==> config.mk <==
export PLATFORM = sky130hd
export DESIGN_NAME = brf_rsp_q
export DESIGN_NICKNAME = d
export VERILOG_FILES = /design/src/brf_pkg.sv /design/src/brf_rsp_q.sv
export SDC_FILE = /design/constraint.sdc
export NUM_CORES = 1
export LEC_CHECK = 0
export BUFFER_PORTS_ARGS = -buffer_cell sky130_fd_sc_hd__buf_2
export CORE_UTILIZATION = 55
export DETAILED_ROUTE_END_ITERATION = 8
export PLACE_DENSITY = 0.95
export SLEW_MARGIN = 15
export SYNTH_ARGS = -nofsm -noshare
export SYNTH_HDL_FRONTEND = slang
export SYNTH_SLANG_ARGS = --single-unit
==> constraint.sdc <==
create_clock -name clock -period 5.2 [get_ports clock]
set_clock_uncertainty 0.2 [all_clocks]
set_input_delay 0.78 -clock clock [delete_from_list [all_inputs] [get_ports clock]]
set_output_delay 0.78 -clock clock [all_outputs]
set_load 0.03 [all_outputs]
==> src/brf_pkg.sv <==
// Shared types and constants for the byte ring FIFO.
package brf_pkg;

   localparam int SIZE_W  = 11;
   localparam int LEVEL_W = 11;

   localparam logic [1:0] KIND_WRITE = 2'd0;
   localparam logic [1:0] KIND_READ  = 2'd1;
   localparam logic [1:0] KIND_CLEAN = 2'd2;

   localparam logic [SIZE_W-1:0] SIZE_RESET = 11'd1024;

   typedef struct packed {
      logic [1:0] kind;
      logic [7:0] write_byte;
      logic [6:0] request_count;
   } req_type;

   typedef struct packed {
      logic               accepted;
      logic               data_valid;
      logic [7:0]         read_byte;
      logic               last;
      logic [LEVEL_W-1:0] fill_level;
      logic [LEVEL_W-1:0] free_space;
   } rsp_type;

   typedef struct packed {
      logic               last;
      logic [LEVEL_W-1:0] fill_level;
      logic [LEVEL_W-1:0] free_space;
   } rd_meta_type;

endpackage

==> src/brf_rsp_q.sv <==
// Two-entry result queue in front of the response channel.
module brf_rsp_q (
   input  logic            clock,
   input  logic            reset,
   input  logic            enq_valid,
   input  brf_pkg::rsp_type enq_item,
   output logic [1:0]      count,
   output logic            deq,
   output logic            rsp_valid,
   input  logic            rsp_ready,
   output brf_pkg::rsp_type rsp_item
);

   import brf_pkg::*;

   rsp_type    ent_ff [2];
   logic [1:0] count_ff, count_in;
   logic       wr_ptr_ff, wr_ptr_in;
   logic       rd_ptr_ff, rd_ptr_in;

   assign rsp_valid = (count_ff != 2'd0);
   assign rsp_item  = ent_ff[rd_ptr_ff];
   assign deq       = rsp_valid && rsp_ready;
   assign count     = count_ff;

   always_comb begin
      count_in  = count_ff + {1'b0, enq_valid} - {1'b0, deq};
      wr_ptr_in = wr_ptr_ff ^ enq_valid;
      rd_ptr_in = rd_ptr_ff ^ deq;
   end

   always_ff @(posedge clock) begin
      if (reset) begin
         count_ff  <= 2'd0;
         wr_ptr_ff <= 1'b0;
         rd_ptr_ff <= 1'b0;
      end else begin
         count_ff  <= count_in;
         wr_ptr_ff <= wr_ptr_in;
         rd_ptr_ff <= rd_ptr_in;
      end
   end

   always_ff @(posedge clock) begin
      if (enq_valid) begin
         ent_ff[wr_ptr_ff] <= enq_item;
      end
   end

endmodule

==> metrics.md <==
| Metric | Value |
|---|---|
| DRC violations left | `6` |
| Fin. max-slew vios | `0` |
| Status | `finished with violations` |
| Setup total negative slack | `0 ns` |
| Synth top area cells | `edfxtp_1 76%, mux2_2 14%, dfxtp_1 3.1%` |
| Arr. time, crit path | `2.05 ns` |
| Leakage | `1.25 nW` |
| Initial antenna violation count | `0` |
| Max frequency | `0.330 GHz` |
| Cell taking the most area after synthesis | `edfxtp_1` |
| I/O pin total | `74` |
| Antenna cells | `0` |
| DR vias | `1370` |
| FILL cells | `281` |
| Post-synthesis sequential area ratio | `78.6%` |
| Final Net Count | `247` |
| Dpl ws | `2.51 ns` |
| Fin Hold WS | `0.341 ns` |
| WL/cell | `16.2 um` |
| Hpwl dp | `2.94 mm` |
| Worst path max stage delay | `0.74 ns` |
| Least-Margin Pin Slew | `0.652 ns` |
| Vias/cell | `5.23` |
| Pwr Density | `466 nW/um^2` |
| Row cnt | `24` |
| Area of the core | `4470 um^2` |
| H-tree levels | `3` |
| Synth top area share | `75.6%` |
| Max-cap viol count | `0` |
| Top delay family on crit path | `flip-flops` |
| Total Routing Usage GR | `18.0%` |
| Die X-Extent | `71.1 um` |
| Die Y | `71.1 um` |
| Syn nets | `164` |
| Final wirelength | `4.24 mm` |
| RSZ-0062 raised after global routing | `false` |
| Crit path cell chain | `buf_4 -> mux2_2 -> buf_2` |
| Worst Path Buf+Inv | `2` |
| Initial DRC Count | `61` |
| Met3 wire length | `225 um` |
| Placed Instances | `247` |
| Area Overhead vs Synth | `22.2%` |
| CTS root buf | `clkbuf_8` |
| Largest net degree at the start of global routing | `23` |
| CP Max Fanout | `21` |
| ANT nets after route | `0` |
| Max Used Layer | `met4` |
| Overflow after GRT | `0` |
| Die area | `5050 um^2` |
| DRT Pass-1 Iters | `6` |
| Final Setup Violations | `0` |
| Clock Latency Late Sink | `0.34 ns` |
| Met2 WL | `2.24 mm` |
| Setup crit start kind | `flop` |
| Fin crit share | `58.3%` |
| CTS tree | `built` |
| Vias in the first global route | `1390` |
| Max VDD drop | `275 uV` |
| Syn Inst Count | `123` |
| First-pass GRT wire length | `6.35 mm` |
| Hold/Removal Path Class | `reg -> reg` |
| Cts repair resizes | `0` |
| Crit Path Class | `reg -> out` |
| Synthesized area per cell | `21.3 um^2` |
| # Post-CTS Setup Buffers | `0` |
| Hold-fix buffers at CTS | `0` |
| #FFs+latches synth | `70` |
| CP max stage cell | `dfxtp_1` |
| Layout cells sized above 1 | `58.6%` |
| Failing checks | `design-rule violations` |
| Number of synthesis warnings | `0` |
| Yosys cell types | `13` |
| Final Power | `1.49 mW` |
| CTS buffer count | `9` |
| Final Instance Count excl. Fillers | `262` |
| Worst EP required | `4.22 ns` |
| Final hold violations | `0` |
| Initial Utilization | `58.6%` |
| Port Buffers | `73` |
| Rel. slew slack | `56.4%` |
| Final Wtd Congestion | `0.664` |
| Clock Sinks | `70` |
| CP Capture Type | `output port` |
| Clk buf depth | `2` |
| Final setup margin | `2.17 ns` |
| Min Tclk post-route | `3.03 ns` |
| Metal1 wirelength | `1.67 mm` |
| Synthesized area | `2620 um^2` |
| Clock slew at reported path FFs | `0.07 ns` |
-- per-layer routing --
metal | global-route usage [%] | vias up
li1 | - | 641
met1 | 18.4 | 669
met2 | 31.6 | 50
met3 | 5.70 | 10
met4 | 12.0 | 0
met5 | 0 | -
-- kinds of logic (layout without fill, tap and decap cells) --
group / count (synthesis) / in the layout / share of synthesized area (%)
buffers and inverters: 7 / 94 / 2.29
AOI/OAI and AO/OA: 1 / 1 / 0.286
xor gates and xnor gates: 1 / 1 / 0.859
DFF: 70 / 70 / 78.6
adders and majority gates: 4 / 4 / 1.91
muxes: 34 / 34 / 14.9
and+or+nand+nor: 6 / 6 / 1.15
-- worst min-delay path, cell delays in order, from the launching register on --
cell     delay (ns)
dfxtp_1        0.31
inv_1          0.05
ha_1           0.11
nor2_1         0.04
-- placed cells by master (no fill, tap or decap), types with 3 or more instances in the layout --
master and instances:
buf_2 73, edfxtp_1 66, mux2_2 32, clkbuf_8 9, ha_1 4, dfxtp_1 4, inv_1 3, nor2_1 3
clkinv_1 3, buf_4 3
-- report_power, final --
group	leakage (nW)	internal (mW)	total (mW)	switching (mW)
combinational	0.511	0.161	0.406	0.245
sequential	0.653	0.663	0.690	0.0265
clock	0.0876	0.213	0.399	0.186
total	1.25	1.04	1.49	0.457
-- Yosys cell counts --
master and n:
mux2_4 2, or2_2 1, xnor3_1 1, mux2_2 32, buf_8 1, o21a_1 1, edfxtp_1 66, nor2b_1 2
dfxtp_1 4, nor2_1 3, buf_6 3, inv_1 3, ha_1 4
-- final cells by class --
cell class | count | area (um^2) | share of cell area (%)
clock buffers | 9 | 124 | 3.87
clock inverters | 6 | 53.8 | 1.68
flip-flops and latches | 70 | 2060 | 64.4
multi-input cells | 46 | 500 | 15.6
inverters | 3 | 11.3 | 0.351
repair buffers | 76 | 388 | 12.1
well taps | 52 | 65.1 | 2.03
-- registers in the layout (all words and copies together), names as in the netlist --
register   count
ent_ff        66
count          2
rd_ptr_ff      1
wr_ptr_ff      1
-- worst paths after layout --
path,slack [ns],endpoint,startpoint,cells past startpoint
worst max-delay path,2.17,rsp_item[13],rd_ptr_ff,3
worst min-delay path,0.34,wr_ptr_ff,wr_ptr_ff,3
worst max register to register,3.39,rd_ptr_ff,rd_ptr_ff,3
worst min register to register,0.34,wr_ptr_ff,wr_ptr_ff,3
-- stage by stage --
stage | area, um^2 | util, %
3_5_place_dp | 3030 | 67.6
6_report | 3200 | 71.6
2_1_floorplan | 2620 | -
3_3_place_gp | 3030 | 67.6
5_1_grt | 3200 | 71.6
4_1_cts | 3200 | 71.6
Note: power is estimated with default switching activity, not from simulation.
