===== config.mk =====
export PLATFORM = sky130hd
export DESIGN_NAME = brf_ctrl
export DESIGN_NICKNAME = d
export VERILOG_FILES = /design/src/brf_pkg.sv /design/src/brf_ctrl.sv
export SDC_FILE = /design/constraint.sdc
export NUM_CORES = 1
export LEC_CHECK = 0
export BUFFER_PORTS_ARGS = -buffer_cell sky130_fd_sc_hd__buf_4
export CAP_MARGIN = 10
export CORE_MARGIN = 5
export CORE_UTILIZATION = 62
export CTS_CLUSTER_DIAMETER = 30
export DETAILED_ROUTE_END_ITERATION = 7
export PLACE_DENSITY = 0.95
export REMOVE_ABC_BUFFERS = 1
export SYNTH_ARGS = -nofsm -noshare
export SYNTH_HDL_FRONTEND = slang
export SYNTH_SLANG_ARGS = --single-unit

===== constraint.sdc =====
create_clock -name clock -period 16.2 [get_ports clock]
set_input_delay 0.81 -clock clock [delete_from_list [all_inputs] [get_ports clock]]
set_output_delay 0.81 -clock clock [all_outputs]
set_load 0.02 [all_outputs]

===== src/brf_pkg.sv =====
// Shared types and constants for the byte ring FIFO.
package brf_pkg;

   localparam int SIZE_W  = 11;
   localparam int LEVEL_W = 11;

   localparam logic [1:0] KIND_WRITE = 2'd0;
   localparam logic [1:0] KIND_READ  = 2'd1;
   localparam logic [1:0] KIND_CLEAN = 2'd2;

   localparam logic [SIZE_W-1:0] SIZE_RESET = 11'd1024;

   typedef struct packed {
      logic [1:0] kind;
      logic [7:0] write_byte;
      logic [6:0] request_count;
   } req_type;

   typedef struct packed {
      logic               accepted;
      logic               data_valid;
      logic [7:0]         read_byte;
      logic               last;
      logic [LEVEL_W-1:0] fill_level;
      logic [LEVEL_W-1:0] free_space;
   } rsp_type;

   typedef struct packed {
      logic               last;
      logic [LEVEL_W-1:0] fill_level;
      logic [LEVEL_W-1:0] free_space;
   } rd_meta_type;

endpackage


===== src/brf_ctrl.sv =====
// Pointer control and burst sequencer around the byte store.
module brf_ctrl #(
   parameter int DEPTH     = 1024,
   parameter int MAX_BURST = 64,
   localparam int ADDR_W   = $clog2(DEPTH),
   localparam int PTR_W    = ADDR_W + 1
) (
   input  logic              clock,
   input  logic              reset,
   input  logic              clear,
   input  logic [PTR_W-1:0]  cap,
   input  logic              req_valid,
   output logic              req_ready,
   input  brf_pkg::req_type  req_item,
   input  logic [1:0]        q_count,
   input  logic              q_deq,
   output logic              enq_valid,
   output brf_pkg::rsp_type  enq_item,
   output logic              mem_we,
   output logic [ADDR_W-1:0] mem_waddr,
   output logic [7:0]        mem_wdata,
   output logic              mem_re,
   output logic [ADDR_W-1:0] mem_raddr,
   input  logic [7:0]        mem_rdata
);

   import brf_pkg::*;

   localparam logic ST_IDLE  = 1'b0;
   localparam logic ST_BURST = 1'b1;
   localparam logic [6:0] BURST_MAX = 7'(MAX_BURST);

   logic              state_ff, state_in;
   logic [PTR_W-1:0]  wp_ff, wp_in;
   logic [PTR_W-1:0]  rp_ff, rp_in;
   logic [6:0]        left_ff, left_in;
   logic              rd_pend_ff, rd_pend_in;
   rd_meta_type       meta_ff, meta_in;

   logic [PTR_W-1:0]  fill;
   logic [PTR_W-1:0]  fill_after;
   logic [PTR_W-1:0]  fill_dec;
   logic [PTR_W-1:0]  amask;
   logic [2:0]        used;
   logic              room;
   logic              acc_fire;
   logic              has_space;
   logic [6:0]        req_sat;
   logic [PTR_W+6:0]  fill_w;
   logic [PTR_W+6:0]  req_w;
   logic [6:0]        take_n;

   always_comb begin
      fill       = wp_ff - rp_ff;
      amask      = cap - PTR_W'(1);
      has_space  = (fill < cap);
      fill_after = fill + PTR_W'(has_space);
      fill_dec   = fill - PTR_W'(1);
      used       = {1'b0, q_count} + {2'b0, rd_pend_ff} - {2'b0, q_deq};
      room       = (used < 3'd2);
      req_ready  = (state_ff == ST_IDLE) && !rd_pend_ff && room;
      acc_fire   = req_valid && req_ready;
      req_sat    = (req_item.request_count > BURST_MAX) ? BURST_MAX
                                                        : req_item.request_count;
      fill_w     = {7'b0, fill};
      req_w      = {{PTR_W{1'b0}}, req_sat};
      take_n     = (fill_w < req_w) ? fill_w[6:0] : req_sat;
   end

   always_comb begin
      state_in   = state_ff;
      wp_in      = wp_ff;
      rp_in      = rp_ff;
      left_in    = left_ff;
      meta_in    = meta_ff;
      enq_valid  = 1'b0;
      enq_item   = '0;
      mem_we     = 1'b0;
      mem_waddr  = wp_ff[ADDR_W-1:0] & amask[ADDR_W-1:0];
      mem_wdata  = req_item.write_byte;
      mem_re     = 1'b0;
      mem_raddr  = rp_ff[ADDR_W-1:0] & amask[ADDR_W-1:0];

      if (rd_pend_ff) begin
         enq_valid           = 1'b1;
         enq_item.data_valid = 1'b1;
         enq_item.read_byte  = mem_rdata;
         enq_item.last       = meta_ff.last;
         enq_item.fill_level = meta_ff.fill_level;
         enq_item.free_space = meta_ff.free_space;
      end else if (acc_fire) begin
         case (req_item.kind)
            KIND_WRITE: begin
               enq_valid           = 1'b1;
               enq_item.accepted   = has_space;
               enq_item.last       = 1'b1;
               enq_item.fill_level = LEVEL_W'(fill_after);
               enq_item.free_space = LEVEL_W'(cap - fill_after);
               mem_we              = has_space;
               wp_in               = fill_after + rp_ff;
            end
            KIND_READ: begin
               if (take_n == 7'd0) begin
                  enq_valid           = 1'b1;
                  enq_item.last       = 1'b1;
                  enq_item.fill_level = LEVEL_W'(fill);
                  enq_item.free_space = LEVEL_W'(cap - fill);
               end else begin
                  state_in = ST_BURST;
                  left_in  = take_n;
               end
            end
            KIND_CLEAN: begin
               enq_valid           = 1'b1;
               enq_item.last       = 1'b1;
               enq_item.free_space = LEVEL_W'(cap);
               wp_in               = '0;
               rp_in               = '0;
            end
            default: begin
            end
         endcase
      end

      if (state_ff == ST_BURST && room) begin
         mem_re             = 1'b1;
         rp_in              = rp_ff + PTR_W'(1);
         left_in            = left_ff - 7'd1;
         meta_in.last       = (left_ff == 7'd1);
         meta_in.fill_level = LEVEL_W'(fill_dec);
         meta_in.free_space = LEVEL_W'(cap - fill_dec);
         if (left_ff == 7'd1) begin
            state_in = ST_IDLE;
         end
      end

      if (clear) begin
         wp_in    = '0;
         rp_in    = '0;
         state_in = ST_IDLE;
      end
   end

   assign rd_pend_in = mem_re && !clear;

   always_ff @(posedge clock) begin
      if (reset) begin
         state_ff   <= ST_IDLE;
         wp_ff      <= '0;
         rp_ff      <= '0;
         left_ff    <= 7'd0;
         rd_pend_ff <= 1'b0;
      end else begin
         state_ff   <= state_in;
         wp_ff      <= wp_in;
         rp_ff      <= rp_in;
         left_ff    <= left_in;
         rd_pend_ff <= rd_pend_in;
      end
   end

   always_ff @(posedge clock) begin
      meta_ff <= meta_in;
   end

endmodule


==> results_dict.tcl, run 1 <==
set metrics [dict create \
    status "finished, final reports clean" \
    cts-hold-fix-buffers 0 \
    cpMostUsedCell "ha_1" \
    avgSynthCellArea_sq_um 7.88 \
    clkSinkCount 54 \
    finalCriticalPeriod_ns 9.08 \
    cts_max_level 2 \
    synth.distinct_cells 87 \
    yosys_warnings 0 \
    clock-root-buffer "clkbuf_8" \
    grt-ovfl-total 0 \
    drc_errors 0 \
    worstSetupStartpointType "flip-flop" \
    layout.nets 975 \
    synth_cells 800 \
    path_buf_inv 4 \
    cts_tree "yes" \
    cp.arrival_ns 8.27 \
    ys_ff_latch 54 \
    yosysSeqAreaShare_pct 20.8 \
    hold_class "flip-flop to flip-flop" \
    antenna_found_initial 0 \
    peakVddDrop_uv 43.2 \
    slew_headroom_pct 25.8 \
    ant_nets 0 \
    synth_mux_area_share_pct 1.29 \
    grtUsageTotal_pct 28.7 \
    async_reset_ff_share_pct 0 \
    yosys.area_share.simple_pct 23.6 \
    fmax_mhz 110 \
    synth-xor-area-share_pct 10.5 \
    pin_count 108 \
    cts-resized-gates 0 \
    tightest_slew_ns 1.11 \
    dpl.hpwl_microns 14300 \
    final-setup-viol-count 0 \
    synth_edf_count 23 \
    synth_area_sq_um 6300 \
    fin_crit_sh_pct 56.0 \
    routed_wirelength_microns 18100 \
    fin_skew_ns 0.0165 \
    drt_iter0_markers 506 \
    wl_per_cell_microns 18.1 \
    port_buffers 91 \
    coreArea_sq_um 9860 \
    crit_start "rp_ff[0]$_SDFFE_PP0P_" \
    path_delay_family "adder cells" \
    layout_common_cells "buf_4, nor2_1, nand2_1, inv_1, ha_1" \
    max_stage_delay_ns 0.49 \
    synth-compound-area-share_pct 22.1 \
    die_h_microns 111 \
    initial_utilization_pct 63.9 \
    p_per_area_nw_per_um2 41.4 \
    fin_tns_setup_ns 0 \
    vias 6260 \
    slowest_stage "xor2_1" \
    maxSlewViolCount 0 \
    worstPathRequired_ns 15.39 \
    drt-pass1-iter-count 5 \
    dieArea_sq_um 12300 \
    min-delay-start "wp_ff[3]$_SDFFE_PP0P_" \
    clk_pin_slew_ns 0.09 \
    cts_made_buffers 5 \
    fin_area_sq_um 7070 \
    grt_max_degree 34 \
    cp-end-kind "output pin" \
    first_global_vias 6081 \
    rsz0062_at_grt "no" \
    syn_to_final_growth_pct 12.2 \
    layout-drive-gt1-share_pct 15.2 \
    synth-main-ff-cell "dfxtp_1" \
    layout_commonest_cell "buf_4" \
    grt_pass1_wl_microns 29700 \
    synth_fa_ha_area_share_pct 14.3 \
    reg2reg_from "rp_ff[0]$_SDFFE_PP0P_" \
    num_antenna_cells 0 \
    synth_top_family_by_area "simple AND/OR/NAND/NOR gates" \
    clock_latency_ns 0.32 \
    placementRows 36 \
    critical_path.max_fanout 7 \
    postCtsSetupBuffers 0 \
    cap_violations 0 \
    ctsLongestPathBuffers 2 \
    routabilityCongestion 0.963 \
    power_leakage_nw 2.98 \
    via_per_inst 6.27 \
    path_class "flip-flop to output pin" \
    placed_cell_area_sq_um 6990 \
    fp.dieW_microns 111 \
    hold_violations 0 \
]
-- through the flow --
| stage | hold WS [ns] | power, mW | std cells | utilization, % | setup slack [ns] |
|---|---|---|---|---|---|
| CTS | 0.476 | 0.293 | 999 | 71.7 | 7.28 |
| floorplan | 0.445 | 0.189 | 762 | - | 8.63 |
| finish | 0.478 | 0.293 | 999 | 71.7 | 7.12 |
| global placement | 0.460 | 0.216 | 991 | 70.9 | 7.92 |
| detailed placement | 0.462 | 0.217 | 991 | 70.9 | 7.66 |
| global route | 0.493 | 0.305 | 999 | 71.7 | 6.71 |
-- cell type report --
| cell class | instances | area (sq um) |
|---|---|---|
| well taps | 133 | 166 |
| multi-input cells | 638 | 4530 |
| inverters | 70 | 263 |
| fillers | 810 | 2790 |
| clock inverters | 2 | 8.76 |
| flip-flops and latches | 54 | 1310 |
| clock buffers | 6 | 72.6 |
| repair buffers | 96 | 721 |
-- worst min-delay path, stage by stage, from the launching register on --
cell and delay (ns):
dfxtp_1 0.33, nand2_1 0.06, a21oi_1 0.05
-- registers in the layout, summed over array words and instances, names as in the netlist --
| register | flops |
|---|---|
| meta_ff | 23 |
| rp_ff | 11 |
| wp_ff | 11 |
| left_ff | 7 |
| rd_pend_ff | 1 |
| state_ff | 1 |
-- routing by layer --
layer	part of all wire [%]	track usage (%)
met5	0	0
met3	10	6.66
met4	3.4	10.4
met1	42	37.5
met2	45	46.4
-- power by group --
part	internal, mW	total [mW]	switching [mW]
sequential	0.142	0.142	0.0000888
combinational	0.0294	0.0744	0.0451
clock	0.0300	0.0769	0.0469
total	0.201	0.293	0.0921
-- cells in the mapped netlist, types with 6 or more instances --
cell type  count  share of area (%)
a21boi_0       6               0.71
a21oi_1       30                2.4
a22oi_1       19                2.3
a31oi_1        6               0.60
and2_1        12                1.2
and3_1         9               0.89
buf_2          7               0.56
buf_4         13                1.5
clkbuf_1      16               0.95
dfxtp_1       31                9.8
edfxtp_1      23                 11
fa_1           6                1.9
ha_1          61                 12
inv_1         63                3.8
mux2i_1        7                1.1
nand2_1       74                4.4
nand2b_1       6               0.60
nand3_1       26                2.1
nand4_1        8               0.79
nor2_1        78                4.6
nor2b_1       21                2.1
nor3_1        16                1.3
nor4_1        11                1.1
o211ai_1       7               0.83
o21a_1        10                1.2
o21ai_0       44                3.5
o21ai_1       11               0.87
o31ai_1        7               0.83
xnor2_1       51                7.1
xor2_1        18                2.5
-- worst paths after layout --
kind	depth (start not counted)	to	slack [ns]
max	32	enq_item[10]	7.12
min	2	wp_ff[3]$_SDFFE_PP0P_	0.48
max reg2reg	28	wp_ff[10]$_SDFFE_PP0P_	8.80
min reg2reg	2	wp_ff[3]$_SDFFE_PP0P_	0.48
-- cells by family after synthesis --
logic type	after synthesis
buffers and inverters	108
AOI/OAI and AO/OA	196
xor gates and xnor gates	72
and+or+nand+nor	293
adders and majority gates	69
DFF	54
muxes	8
(Power assumes the default switching activity.)
==> run 2, diff against run 1 <==
Settings changed: ABC_AREA set to 1, CORE_UTILIZATION 62 to 58, PLACE_DENSITY 0.95 to 0.9.
Clock period 16.2 ns to 8.99 ns, I/O delays scaled along.
==> run 2 against run 1 <==
Routed wire length is 2.4% higher. Core utilization shrank 3.4 points. Final cell count grew 22%. First-iteration DRC count increased by 32%. Sequential share of layout area is 0.12 points lower. Die area rose by 5.2%. Non-clock buffer count fell by 2. Synthesized cell count grew 25%. Via count is 7.8% higher. Synthesized area fell by 1.1%. Clock power is 150% higher.
==> results_dict.tcl, run 2 <==
set metrics [dict create \
    status "finished, final reports clean" \
    antenna_found_initial 0 \
    die_h_microns 114 \
    critical_path.max_fanout 7 \
    cpMostUsedCell "nand2_1" \
    crit_start "rp_ff[0]$_SDFFE_PP0P_" \
    grt_pass1_wl_microns 30200 \
    coreArea_sq_um 10400 \
    whs_ns 0.334 \
    slew_headroom_pct 46.1 \
    postCtsSetupBuffers 0 \
    clkSinkCount 54 \
    ctsLongestPathBuffers 2 \
    layout_common_cells "nand2_1, inv_1, buf_4, nor2_1, a21oi_1" \
    fin_crit_sh_pct 75.1 \
    port_buffers 91 \
    routabilityCongestion 1.00 \
    max_stage_delay_ns 0.43 \
    synth_cells 1000 \
    finalCriticalPeriod_ns 6.75 \
    reg2reg_from "rp_ff[0]$_SDFFE_PP0P_" \
    syn_to_final_growth_pct 14.2 \
    rr_worst_depth 38 \
    initial_utilization_pct 59.8 \
    yosys-top-cells-area "nand2_1, ha_1, edfxtp_1" \
    grtUsageTotal_pct 28.7 \
    ant_nets 0 \
    peakVddDrop_uv 63.2 \
    p_per_area_nw_per_um2 107 \
    p_int_mw 0.474 \
    cts_tree "yes" \
    placementRows 37 \
    routed_wirelength_microns 18600 \
    drt-pass1-iter-count 6 \
    ys_ff_latch 54 \
    pin_count 108 \
    synth.distinct_cells 48 \
    swShare_pct 37.7 \
    p_comb_share_pct 39.8 \
    wl_per_cell_microns 15.3 \
    worstSetupStartpointType "flip-flop" \
    synth_edf_count 23 \
    clk_pin_slew_ns 0.11 \
    fmax_mhz 148 \
    cts-resized-gates 0 \
    largest_reg_flops 23 \
    p_switching_mw 0.287 \
    tightest_slew_ns 0.806 \
    synth_most_common_cell "nand2_1" \
    layout-drive-gt1-share_pct 11.1 \
    power.share.clock_pct 25.2 \
    fin_skew_ns 0.0164 \
    clock-root-buffer "clkbuf_8" \
    path_class "flip-flop to output pin" \
    cp-end-kind "output pin" \
    fin_tns_setup_ns 0 \
    synth_area_sq_um 6230 \
    r2r_end "wp_ff[9]$_SDFFE_PP0P_" \
    layout_commonest_cell "nand2_1" \
    avgSynthCellArea_sq_um 6.23 \
    cap_violations 0 \
    grt_max_degree 38 \
    async_reset_ff_share_pct 0 \
    num_antenna_cells 0 \
    ys_top_cells_by_count "nand2_1, inv_1, nor2_1, a21oi_1, ha_1" \
    synth-main-ff-cell "dfxtp_1" \
    hold_class "input pin to flip-flop" \
    cts_max_level 2 \
    setup.worst_path.end "enq_item[10]" \
    vias 6748 \
    maxSlewViolCount 0 \
    dpl.hpwl_microns 15100 \
    cts_made_buffers 5 \
    p_seq_share_pct 35.1 \
    via_per_inst 5.55 \
    clock_latency_ns 0.33 \
    yosysSeqAreaShare_pct 21.0 \
    grt-ovfl-total 0 \
    synth_top_area_cell "nand2_1" \
    dieArea_sq_um 12900 \
    final-setup-viol-count 0 \
    first_global_vias 6328 \
    hold_violations 0 \
    max_flop_register "meta_ff" \
    worstPathRequired_ns 8.54 \
    reg_top3 "meta_ff: 23 flops, rp_ff: 11 flops, wp_ff: 11 flops" \
    yosys_warnings 0 \
    yosysTopAreaCellShare_pct 17.6 \
    cp.arrival_ns 6.30 \
    slowest_stage "dfxtp_1" \
    reg2reg_slack_ns 2.99 \
    fp.dieW_microns 114 \
    drc_errors 0 \
    cts-hold-fix-buffers 0 \
    drt_iter0_markers 666 \
    rsz0062_at_grt "no" \
    layout.nets 1189 \
    power_leakage_nw 3.64 \
]
[run 2: logic make-up after synthesis]
| logic type | share of synthesized area (%) |
|---|---|
| AND/OR/NAND/NOR | 31.7 |
| AO/OA/AOI/OAI | 14.5 |
| XOR/XNOR | 6.30 |
| flip-flops | 21.0 |
| adder cells (fa/ha/maj) | 14.2 |
| buffers and inverters | 12.3 |
[run 2: layout make-up]
type                       instances  area [sq um]
timing repair buffer              94           706
multi-input combinational        754          4160
inverter                         170           638
clock buffer                       6          93.8
clock inverter                     2          38.8
tap                              136           170
fill                             972          3300
sequential                        54          1310
[run 2: metal layers]
metal  wire length, microns  part of all wire (%)  vias up  track usage, %
met3                   1640                   8.8       54            4.14
met1                   7890                    42     2985            38.4
met4                    622                   3.4        0            10.8
met5                      0                     0        -               0
met2                   8410                    45      346            47.0
li1                       -                     -     3363               -
[run 2: metrics by stage]
stage               setup slack (ns)  utilization (%)  power (mW)  instances  cell area, sq um
floorplan                       3.51                -       0.486        978              6100
global placement                2.99             67.0       0.563       1208              6980
detailed placement              2.72             67.0       0.567       1208              6980
CTS                             2.35             68.3       0.757       1216              7120
global route                    1.38             68.3       0.811       1216              7120
finish                          2.24             68.3       0.761       1216              7120
[run 2: worst min-delay path by stage]
stage	from	endpoint	slack, ns	depth (start not counted)
6_report	reset	left_ff[6]$_SDFFE_PP0P_	0.33	2
3_3_place_gp	wp_ff[0]$_SDFFE_PP0P_	wp_ff[0]$_SDFFE_PP0P_	0.45	2
3_5_place_dp	wp_ff[4]$_SDFFE_PP0P_	wp_ff[4]$_SDFFE_PP0P_	0.48	2
5_1_grt	reset	left_ff[6]$_SDFFE_PP0P_	0.32	2
4_1_cts	reset	left_ff[0]$_SDFFE_PP0P_	0.33	2
2_1_floorplan	wp_ff[0]$_SDFFE_PP0P_	wp_ff[0]$_SDFFE_PP0P_	0.44	2
[run 2: power groups by stage]
stage | clock, mW | sequential [mW] | combinational, mW
6_report | 0.192 | 0.267 | 0.302
4_1_cts | 0.194 | 0.267 | 0.296
3_5_place_dp | 0 | 0.272 | 0.295
2_1_floorplan | 0 | 0.272 | 0.214
3_3_place_gp | 0 | 0.272 | 0.290
5_1_grt | 0.205 | 0.267 | 0.339
[run 2: critical path, delay by kind of cell, from the launching register on]
| family | cells | cell delay, ns |
|---|---|---|
| DFF | 1 | 0.43 |
| xor gates and xnor gates | 2 | 0.56 |
| buffers and inverters | 7 | 0.69 |
| and+or+nand+nor | 22 | 2.17 |
| adders and majority gates | 5 | 1.45 |
| AOI/OAI and AO/OA | 6 | 0.69 |
